===== config.mk =====
export PLATFORM = sky130hd
export DESIGN_NAME = investment_allocation_dp
export DESIGN_NICKNAME = d
export VERILOG_FILES = /design/src/iadp_pkg.sv /design/src/iadp_cell.sv /design/src/investment_allocation_dp.sv
export SDC_FILE = /design/constraint.sdc
export NUM_CORES = 2
export LEC_CHECK = 0
export BUFFER_PORTS_ARGS = -buffer_cell sky130_fd_sc_hd__buf_2
export CORE_UTILIZATION = 35
export DETAILED_ROUTE_END_ITERATION = 8
export PLACE_DENSITY_LB_ADDON = 0.25
export SYNTH_ARGS = -nofsm -noshare
export SYNTH_HDL_FRONTEND = slang
export SYNTH_SLANG_ARGS = --single-unit

===== constraint.sdc =====
create_clock -name i_clk -period 7.4 [get_ports i_clk]
set_clock_uncertainty 0.15 [all_clocks]
set_input_delay 1.11 -clock i_clk [delete_from_list [all_inputs] [get_ports i_clk]]
set_output_delay 1.11 -clock i_clk [all_outputs]
set_load 0.01 [all_outputs]

===== src/iadp_pkg.sv =====
`timescale 1ns / 1ps
`default_nettype none
package iadp_pkg;
    localparam int NUM_PROJECTS_DEF = 3;
    localparam int BUDGET_DEF = 7;
    localparam int PW = 5;
    localparam int AW = 4;
    localparam int GW = 16;
    localparam int TW = 20;

    typedef struct packed {
        logic [PW-1:0] project_index;
        logic [AW-1:0] amount;
        logic [GW-1:0] gain;
        logic          last_entry;
    } t_req;

    typedef struct packed {
        logic [PW-1:0] project_number;
        logic [AW-1:0] invested_amount;
        logic [TW-1:0] best_total;
        logic          last_result;
    } t_res;

    typedef enum logic [1:0] {
        ST_IDLE,
        ST_SOLVE,
        ST_TRACE
    } t_state;

    // what a cell sees from the sequencer in one solve step
    typedef struct packed {
        logic          clear;
        logic          load;
        logic [AW-1:0] k;
    } t_cell_ctl;
endpackage
`default_nettype wire


===== src/iadp_cell.sv =====
`timescale 1ns / 1ps
`default_nettype none
// One budget column j. Per project it takes k = 0..J of the sequencer's sweep, taking the
// previous row's best at j-k from its left neighbor chain, and keeps the
// running best and choice. On load the running best becomes the row value.
module iadp_cell #(
    parameter int J = 1
) (
    input  wire                        i_clk,
    input  wire                        i_rst_n,
    input  wire iadp_pkg::t_cell_ctl   i_ctl,
    input  wire [iadp_pkg::TW-1:0]     i_prev_at,
    input  wire [iadp_pkg::GW-1:0]     i_gain,
    output logic [iadp_pkg::TW-1:0]    o_row,
    output logic [iadp_pkg::AW-1:0]    o_pick
);
    logic [iadp_pkg::TW-1:0] r_row, r_top;
    logic [iadp_pkg::AW-1:0] r_pick;
    logic [iadp_pkg::TW-1:0] n_sum;

    assign n_sum = i_prev_at + iadp_pkg::TW'(i_gain);

    always_ff @(posedge i_clk) begin
        if (!i_rst_n) begin
            r_row  <= '0;
            r_top  <= '0;
            r_pick <= '0;
        end else if (i_ctl.clear) begin
            r_top  <= '0;
            r_pick <= '0;
        end else if (i_ctl.load) begin
            r_row <= r_top;
        end else if ({1'b0, i_ctl.k} <= (iadp_pkg::AW+1)'(J)) begin
            if (n_sum > r_top) begin
                r_top  <= n_sum;
                r_pick <= i_ctl.k;
            end
        end
    end

    assign o_row  = r_row;
    assign o_pick = r_pick;
endmodule
`default_nettype wire


===== src/investment_allocation_dp.sv =====
`timescale 1ns / 1ps
`default_nettype none
// Loads one return entry per cycle while busy is low. An entry with last_entry
// set starts a solve: per project, a clear step, a sweep of k = 0..BUDGET
// across a row of BUDGET column cells, and a load step; then one result per
// cycle, last project first, each on the result ports for one cycle with
// o_valid high. The receiver cannot stall; busy stays high from the last
// entry until the final result has been shown.
module investment_allocation_dp #(
    parameter int NUM_PROJECTS = iadp_pkg::NUM_PROJECTS_DEF,
    parameter int BUDGET       = iadp_pkg::BUDGET_DEF
) (
    input  wire              i_clk,
    input  wire              i_rst_n,
    input  wire              start,
    output logic             busy,
    input  wire iadp_pkg::t_req i_req,
    output logic             o_valid,
    output iadp_pkg::t_res   o_res
);
    localparam int RL = BUDGET + 1;
    localparam int RB = $clog2(RL);
    localparam int PB = $clog2(NUM_PROJECTS + 1);
    localparam int TL = NUM_PROJECTS * RL;
    localparam int XB = (TL > 1) ? $clog2(TL) : 1;

    logic [iadp_pkg::GW-1:0] r_gain [TL];
    logic [iadp_pkg::AW-1:0] r_choice [TL];
    logic [iadp_pkg::TW-1:0] w_row [RL];
    logic [iadp_pkg::AW-1:0] w_pick [RL];

    iadp_pkg::t_state r_st, n_st;
    logic [PB-1:0] r_p;
    logic [iadp_pkg::AW:0] r_k;
    logic [1:0] r_ph;
    logic [iadp_pkg::AW-1:0] r_j;
    iadp_pkg::t_cell_ctl w_ctl;
    logic [iadp_pkg::GW-1:0] w_gk;
    logic [iadp_pkg::AW-1:0] w_c;
    logic acc;

    assign acc  = start && !busy;
    assign busy = (r_st != iadp_pkg::ST_IDLE);

    function automatic logic [XB-1:0] idx(input logic [PB-1:0] p, input logic [iadp_pkg::AW:0] a);
        idx = XB'(p * RL + a);
    endfunction

    assign w_ctl.clear = (r_st == iadp_pkg::ST_SOLVE) && (r_ph == 2'd0);
    assign w_ctl.load  = (r_st == iadp_pkg::ST_SOLVE) && (r_ph == 2'd2);
    assign w_ctl.k     = r_k[iadp_pkg::AW-1:0];
    assign w_gk = (r_k <= (iadp_pkg::AW+1)'(BUDGET)) ? r_gain[idx(r_p, r_k)] : '0;

    assign w_row[0]  = '0;
    assign w_pick[0] = '0;
    for (genvar j = 1; j < RL; j++) begin : g_cell
        logic [iadp_pkg::TW-1:0] w_prev;
        // previous row at j-k; first project sees an all-zero row,
        // invalid k is masked in the cell
        assign w_prev = (r_p != '0 && r_k <= (iadp_pkg::AW+1)'(j)) ?
                        w_row[RB'((iadp_pkg::AW+1)'(j) - r_k)] : '0;
        iadp_cell #(.J(j)) u_cell (
            .i_clk(i_clk), .i_rst_n(i_rst_n), .i_ctl(w_ctl),
            .i_prev_at(w_prev), .i_gain(w_gk),
            .o_row(w_row[j]), .o_pick(w_pick[j])
        );
    end

    always_ff @(posedge i_clk) begin
        if (!i_rst_n) begin
            for (int i = 0; i < TL; i++) begin
                r_gain[i]   <= '0;
                r_choice[i] <= '0;
            end
        end else begin
            if (acc && i_req.project_index >= 5'd1 &&
                32'(i_req.project_index) <= NUM_PROJECTS &&
                32'(i_req.amount) <= BUDGET)
                r_gain[idx(PB'(i_req.project_index - 5'd1), {1'b0, i_req.amount})] <=
                    i_req.gain;
            if (w_ctl.load)
                for (int j = 0; j < RL; j++)
                    r_choice[idx(r_p, (iadp_pkg::AW+1)'(j))] <= w_pick[j];
        end
    end

    always_comb begin
        n_st = r_st;
        case (r_st)
            iadp_pkg::ST_IDLE:  if (acc && i_req.last_entry) n_st = iadp_pkg::ST_SOLVE;
            iadp_pkg::ST_SOLVE: if (w_ctl.load && 32'(r_p) == NUM_PROJECTS - 1)
                                    n_st = iadp_pkg::ST_TRACE;
            iadp_pkg::ST_TRACE: if (r_p == '0) n_st = iadp_pkg::ST_IDLE;
            default:            n_st = iadp_pkg::ST_IDLE;
        endcase
    end

    always_ff @(posedge i_clk) begin
        if (!i_rst_n) begin
            r_st <= iadp_pkg::ST_IDLE;
            r_p  <= '0;
            r_k  <= '0;
            r_ph <= '0;
            r_j  <= '0;
        end else begin
            r_st <= n_st;
            case (r_st)
                iadp_pkg::ST_IDLE: begin
                    r_p <= '0; r_k <= '0; r_ph <= 2'd0;
                end
                iadp_pkg::ST_SOLVE: begin
                    if (r_ph == 2'd0) r_ph <= 2'd1;
                    else if (r_ph == 2'd1) begin
                        if (r_k == (iadp_pkg::AW+1)'(BUDGET)) r_ph <= 2'd2;
                        else r_k <= r_k + 1'b1;
                    end else begin
                        r_ph <= 2'd0; r_k <= '0;
                        if (32'(r_p) == NUM_PROJECTS - 1) r_j <= iadp_pkg::AW'(BUDGET);
                        else r_p <= r_p + 1'b1;
                    end
                end
                iadp_pkg::ST_TRACE: begin
                    r_j <= r_j - w_c;
                    r_p <= r_p - 1'b1;
                end
                default: ;
            endcase
        end
    end

    assign w_c = r_choice[idx(r_p, {1'b0, r_j})];

    always_comb begin
        o_valid = (r_st == iadp_pkg::ST_TRACE);
        o_res.project_number  = iadp_pkg::PW'(r_p) + 5'd1;
        o_res.invested_amount = w_c;
        o_res.best_total      = w_row[BUDGET];
        o_res.last_result     = (r_p == '0);
    end
endmodule
`default_nettype wire


==> metrics.txt <==
# TYPE chip_impl_metric gauge
chip_impl_info{name="status",value="finished with violations"} 1
chip_impl_info{name="violations",value="max-capacitance violations, max-slew violations"} 1
chip_impl_metric{name="hold_violations",unit=""} 0
chip_impl_metric{name="design.die.area",unit="mm²"} 0.1572
chip_impl_metric{name="core_area",unit="mm²"} 0.1542
chip_impl_metric{name="tcrit_tclk_final",unit=""} 0.9663
chip_impl_info{name="post_synth_most_frequent_cells",value="sky130_fd_sc_hd__edfxtp_1, sky130_fd_sc_hd__nand2_1, sky130_fd_sc_hd__and2_1, sky130_fd_sc_hd__nor2_1, sky130_fd_sc_hd__dfxtp_1"} 1
chip_impl_info{name="setup.worst_path.end_class",value="flip-flop"} 1
chip_impl_metric{name="track_usage",unit=""} 0.2276
chip_impl_info{name="cts-root-buf",value="sky130_fd_sc_hd__clkbuf_16"} 1
chip_impl_metric{name="synthDominantCellAreaShare",unit=""} 0.3441
chip_impl_metric{name="detailed_place_hpwl",unit="µm"} 129200
chip_impl_metric{name="critical_path.max_stage_delay",unit="ns"} 0.53
chip_impl_metric{name="power_leakage",unit="nW"} 23.09
chip_impl_info{name="highest_delay_cell_along_the_critical_path",value="sky130_fd_sc_hd__mux4_2"} 1
chip_impl_metric{name="max_slew.worst_pin.slew",unit="ns"} 1.523
chip_impl_metric{name="ioPinCount",unit=""} 61
chip_impl_metric{name="drt_wl_total",unit="µm"} 181600
chip_impl_metric{name="shortest_clock_period_the_worst_path_allows_after_layout",unit="ns"} 7.151
chip_impl_metric{name="ctsLongestPathBuffers",unit=""} 3
chip_impl_metric{name="fmax",unit="MHz"} 139.8
chip_impl_metric{name="globalRoute.totalOverflow",unit=""} 0
chip_impl_metric{name="htree_num_levels",unit=""} 3
chip_impl_metric{name="dpl.cell_count",unit=""} 6983
chip_impl_metric{name="fill_cells",unit=""} 14910
chip_impl_metric{name="dp_slack",unit="ns"} 0.03610
chip_impl_metric{name="clkTransAtPathRegs",unit="ns"} 0.06
chip_impl_metric{name="post_synth_instance_area",unit="mm²"} 0.05446
chip_impl_metric{name="number_of_flops_mapped_to_enable_cells_by_yosys",unit=""} 624
chip_impl_metric{name="final_cells",unit=""} 7200
chip_impl_metric{name="path_max_fanout",unit=""} 19
chip_impl_metric{name="die-width",unit="µm"} 396.5
chip_impl_metric{name="yosys_register_bits",unit=""} 947
chip_impl_metric{name="drtAntennaViolNets",unit=""} 0
chip_impl_metric{name="timing.critical_path.arrival",unit="ns"} 7.60
chip_impl_metric{name="maxSlewHeadroom",unit=""} -0.01550
chip_impl_metric{name="cts_made_buffers",unit=""} 108
chip_impl_info{name="path_common_cell",value="sky130_fd_sc_hd__a21o_1"} 1
chip_impl_metric{name="final-setup-viol-count",unit=""} 0
chip_impl_metric{name="finalMaxSlewViolations",unit=""} 8
chip_impl_info{name="hold_path.class",value="flip-flop to flip-flop"} 1
chip_impl_metric{name="place.gp.congestion",unit=""} 1.012
chip_impl_metric{name="route.detailed.wl_per_inst",unit="µm"} 25.22
chip_impl_metric{name="p_per_area",unit="mW/mm²"} 271.3
chip_impl_metric{name="cts.sinks",unit=""} 947
chip_impl_metric{name="maxCapViolations",unit=""} 2
chip_impl_metric{name="detailedRoute.firstIterationViolations",unit=""} 3750
chip_impl_metric{name="detailedRoute.firstPassIterationCount",unit=""} 8
chip_impl_metric{name="syn_to_final_growth",unit="%"} 14.18
chip_impl_metric{name="async_flop_share",unit=""} 0
chip_impl_info{name="critical_path.top_delay_family",value="compound AO/OA/AOI/OAI gates"} 1
chip_impl_metric{name="first_global_vias",unit=""} 37929
chip_impl_metric{name="route.detailed.vias_per_inst",unit=""} 5.478
chip_impl_info{name="synth.top_cells.by_area",value="sky130_fd_sc_hd__edfxtp_1, sky130_fd_sc_hd__dfxtp_1, sky130_fd_sc_hd__mux4_2"} 1
chip_impl_metric{name="netlist-cell-type-count",unit=""} 98
chip_impl_metric{name="grt_first_pass_wirelength",unit="µm"} 263800
chip_impl_info{name="main_synth_ff_type",value="sky130_fd_sc_hd__edfxtp_1"} 1
chip_impl_metric{name="maximum_number_of_pins_on_one_net_before_global_route_repair",unit=""} 99
chip_impl_metric{name="power.ir.vdd_worst",unit="µV"} 214.8
chip_impl_metric{name="initial_utilization",unit=""} 0.3531
chip_impl_metric{name="initial_antenna_violation_count",unit=""} 7
chip_impl_metric{name="die-height",unit="µm"} 396.5
chip_impl_info{name="synth_largest_area_cell",value="sky130_fd_sc_hd__edfxtp_1"} 1
chip_impl_metric{name="synthesis.area_per_instance",unit="µm²"} 10.94
chip_impl_metric{name="vias",unit=""} 39441
chip_impl_metric{name="worstPathBufferInverterCount",unit=""} 2
chip_impl_metric{name="post_synth_inst_count",unit=""} 4979
chip_impl_metric{name="ys_seq_area_frac",unit=""} 0.4628
chip_impl_metric{name="ys.warnings.count",unit=""} 0
chip_impl_metric{name="worstPathRequired",unit="ns"} 7.85
chip_impl_metric{name="setup-tns-final",unit="ns"} 0
chip_impl_info{name="tritoncts",value="built"} 1
chip_impl_metric{name="smallest_setup_slack_after_layout",unit="ns"} 0.2492
chip_impl_metric{name="port-buffer-count",unit=""} 58
chip_impl_metric{name="drive_gt1_frac",unit=""} 0.1650
chip_impl_metric{name="num_rows",unit=""} 144
chip_impl_metric{name="finalNetCount",unit=""} 5364
chip_impl_info{name="startpoint_type",value="flip-flop"} 1
chip_impl_info{name="criticalPathCategory",value="flip-flop to flip-flop"} 1
chip_impl_metric{name="insertion_delay",unit="ns"} 0.78
chip_impl_metric{name="drcViolationCount",unit=""} 0
chip_impl_info{name="grt_setup_unrepaired",value="no"} 1
chip_impl_info{name="synth_most_common_cell",value="sky130_fd_sc_hd__edfxtp_1"} 1
## per-layer routing
metal / wire, µm / global-route usage / part of all wire / up-vias
li1: - / - / - / 18188
met1: 80210 / 0.3157 / 0.44 / 19628
met2: 82940 / 0.3592 / 0.46 / 1346
met3: 12380 / 0.03510 / 0.068 / 273
met4: 6002 / 0.08101 / 0.033 / 6
met5: 34 / 0 / 0.00019 / -
## flip-flops by register name, summed over array words and instances, names as in the netlist
signal and count:
g_cell.u_cell.o_row 140, r_j 4, r_st 2, r_k 5, r_choice 112, g_cell.u_cell.r_top 140, r_gain 512, g_cell.u_cell.o_pick 28
r_p 2, r_ph 2
## power by group
group | internal [mW] | switching, mW | total [mW] | leakage, nW
Sequential | 5.99 | 0.301 | 6.29 | 8.87
Clock | 3.40 | 2.38 | 5.78 | 1.85
Combinational | 1.88 | 2.92 | 4.80 | 12.4
## stage by stage
stage / power (mW) / util / area [µm²] / hold slack (ns)
2_1_floorplan: 9.398 / - / 54520 / 0.2820
3_3_place_gp: 11.10 / 0.3764 / 58040 / 0.3044
3_5_place_dp: 11.14 / 0.3764 / 58040 / 0.3104
4_1_cts: 16.96 / 0.4014 / 61910 / 0.2551
5_1_grt: 17.66 / 0.4031 / 62170 / 0.2964
6_report: 16.87 / 0.4032 / 62180 / 0.2788
## repair_timing
item / CTS / global route
gates resized for setup: 1 / 27
pin swaps: 0 / 4
hold buffers: 0 / 0
gates cloned: 0 / 3
setup endpoints to repair: 1 / 128
setup buffers: 0 / 5
## kinds of logic (layout without fill, tap and decap cells)
family	count (synthesis)	count (layout)	synth area share
and+or+nand+nor	1684	1684	0.1524
xor gates and xnor gates	125	125	0.02068
muxes	458	458	0.1443
adders and majority gates	283	283	0.06591
AOI/OAI and AO/OA	952	952	0.1157
DFF	947	947	0.4628
other	1	7	0.00006886
buffers and inverters	529	700	0.03811
## layout by cell type, fill, tap and decap left out, types with 77 or more instances in the layout
| master | count |
|---|---|
| sky130_fd_sc_hd__a211oi_1 | 77 |
| sky130_fd_sc_hd__clkbuf_16 | 111 |
| sky130_fd_sc_hd__nand2_1 | 535 |
| sky130_fd_sc_hd__and2_1 | 508 |
| sky130_fd_sc_hd__dfxtp_1 | 319 |
| sky130_fd_sc_hd__edfxtp_1 | 624 |
| sky130_fd_sc_hd__a21boi_0 | 148 |
| sky130_fd_sc_hd__o21ai_0 | 103 |
| sky130_fd_sc_hd__mux4_2 | 258 |
| sky130_fd_sc_hd__mux2i_1 | 164 |
| sky130_fd_sc_hd__nor2_1 | 347 |
| sky130_fd_sc_hd__a21oi_1 | 271 |
| sky130_fd_sc_hd__inv_1 | 208 |
| sky130_fd_sc_hd__buf_4 | 206 |
| sky130_fd_sc_hd__a21o_1 | 115 |
| sky130_fd_sc_hd__ha_1 | 268 |
## tightest hold or removal path: stages, from the launching register on
cell,delay [ns]
sky130_fd_sc_hd__dfxtp_1,0.33
sky130_fd_sc_hd__nand2_1,0.06
sky130_fd_sc_hd__a21boi_0,0.06
## path summary, 6_finish.rpt
| kind | from | end | slack (ns) | depth (start not counted) |
|---|---|---|---|---|
| hold / removal | g_cell[5].u_cell.r_top[5] | g_cell[5].u_cell.o_row[5] | 0.28 | 2 |
| hold reg to reg | g_cell[5].u_cell.r_top[5] | g_cell[5].u_cell.o_row[5] | 0.28 | 2 |
| setup / recovery | r_k[0] | g_cell[2].u_cell.r_top[14] | 0.25 | 27 |
| setup reg to reg | r_k[0] | g_cell[2].u_cell.r_top[14] | 0.25 | 27 |
## cell type report
cell class	instances	area, µm²	area share
Inverter	212	799.5	0.01286
Antenna cell	5	12.51	0.0002012
Sequential cell	947	25220	0.4055
Timing Repair Buffer	284	2278	0.03664
Clock inverter	70	970.9	0.01561
Clock buffer	134	2890	0.04648
Tap cell	2044	2557	0.04113
Multi-Input combinational cell	3504	27460	0.4416
Power figures use the tool's default switching activity.
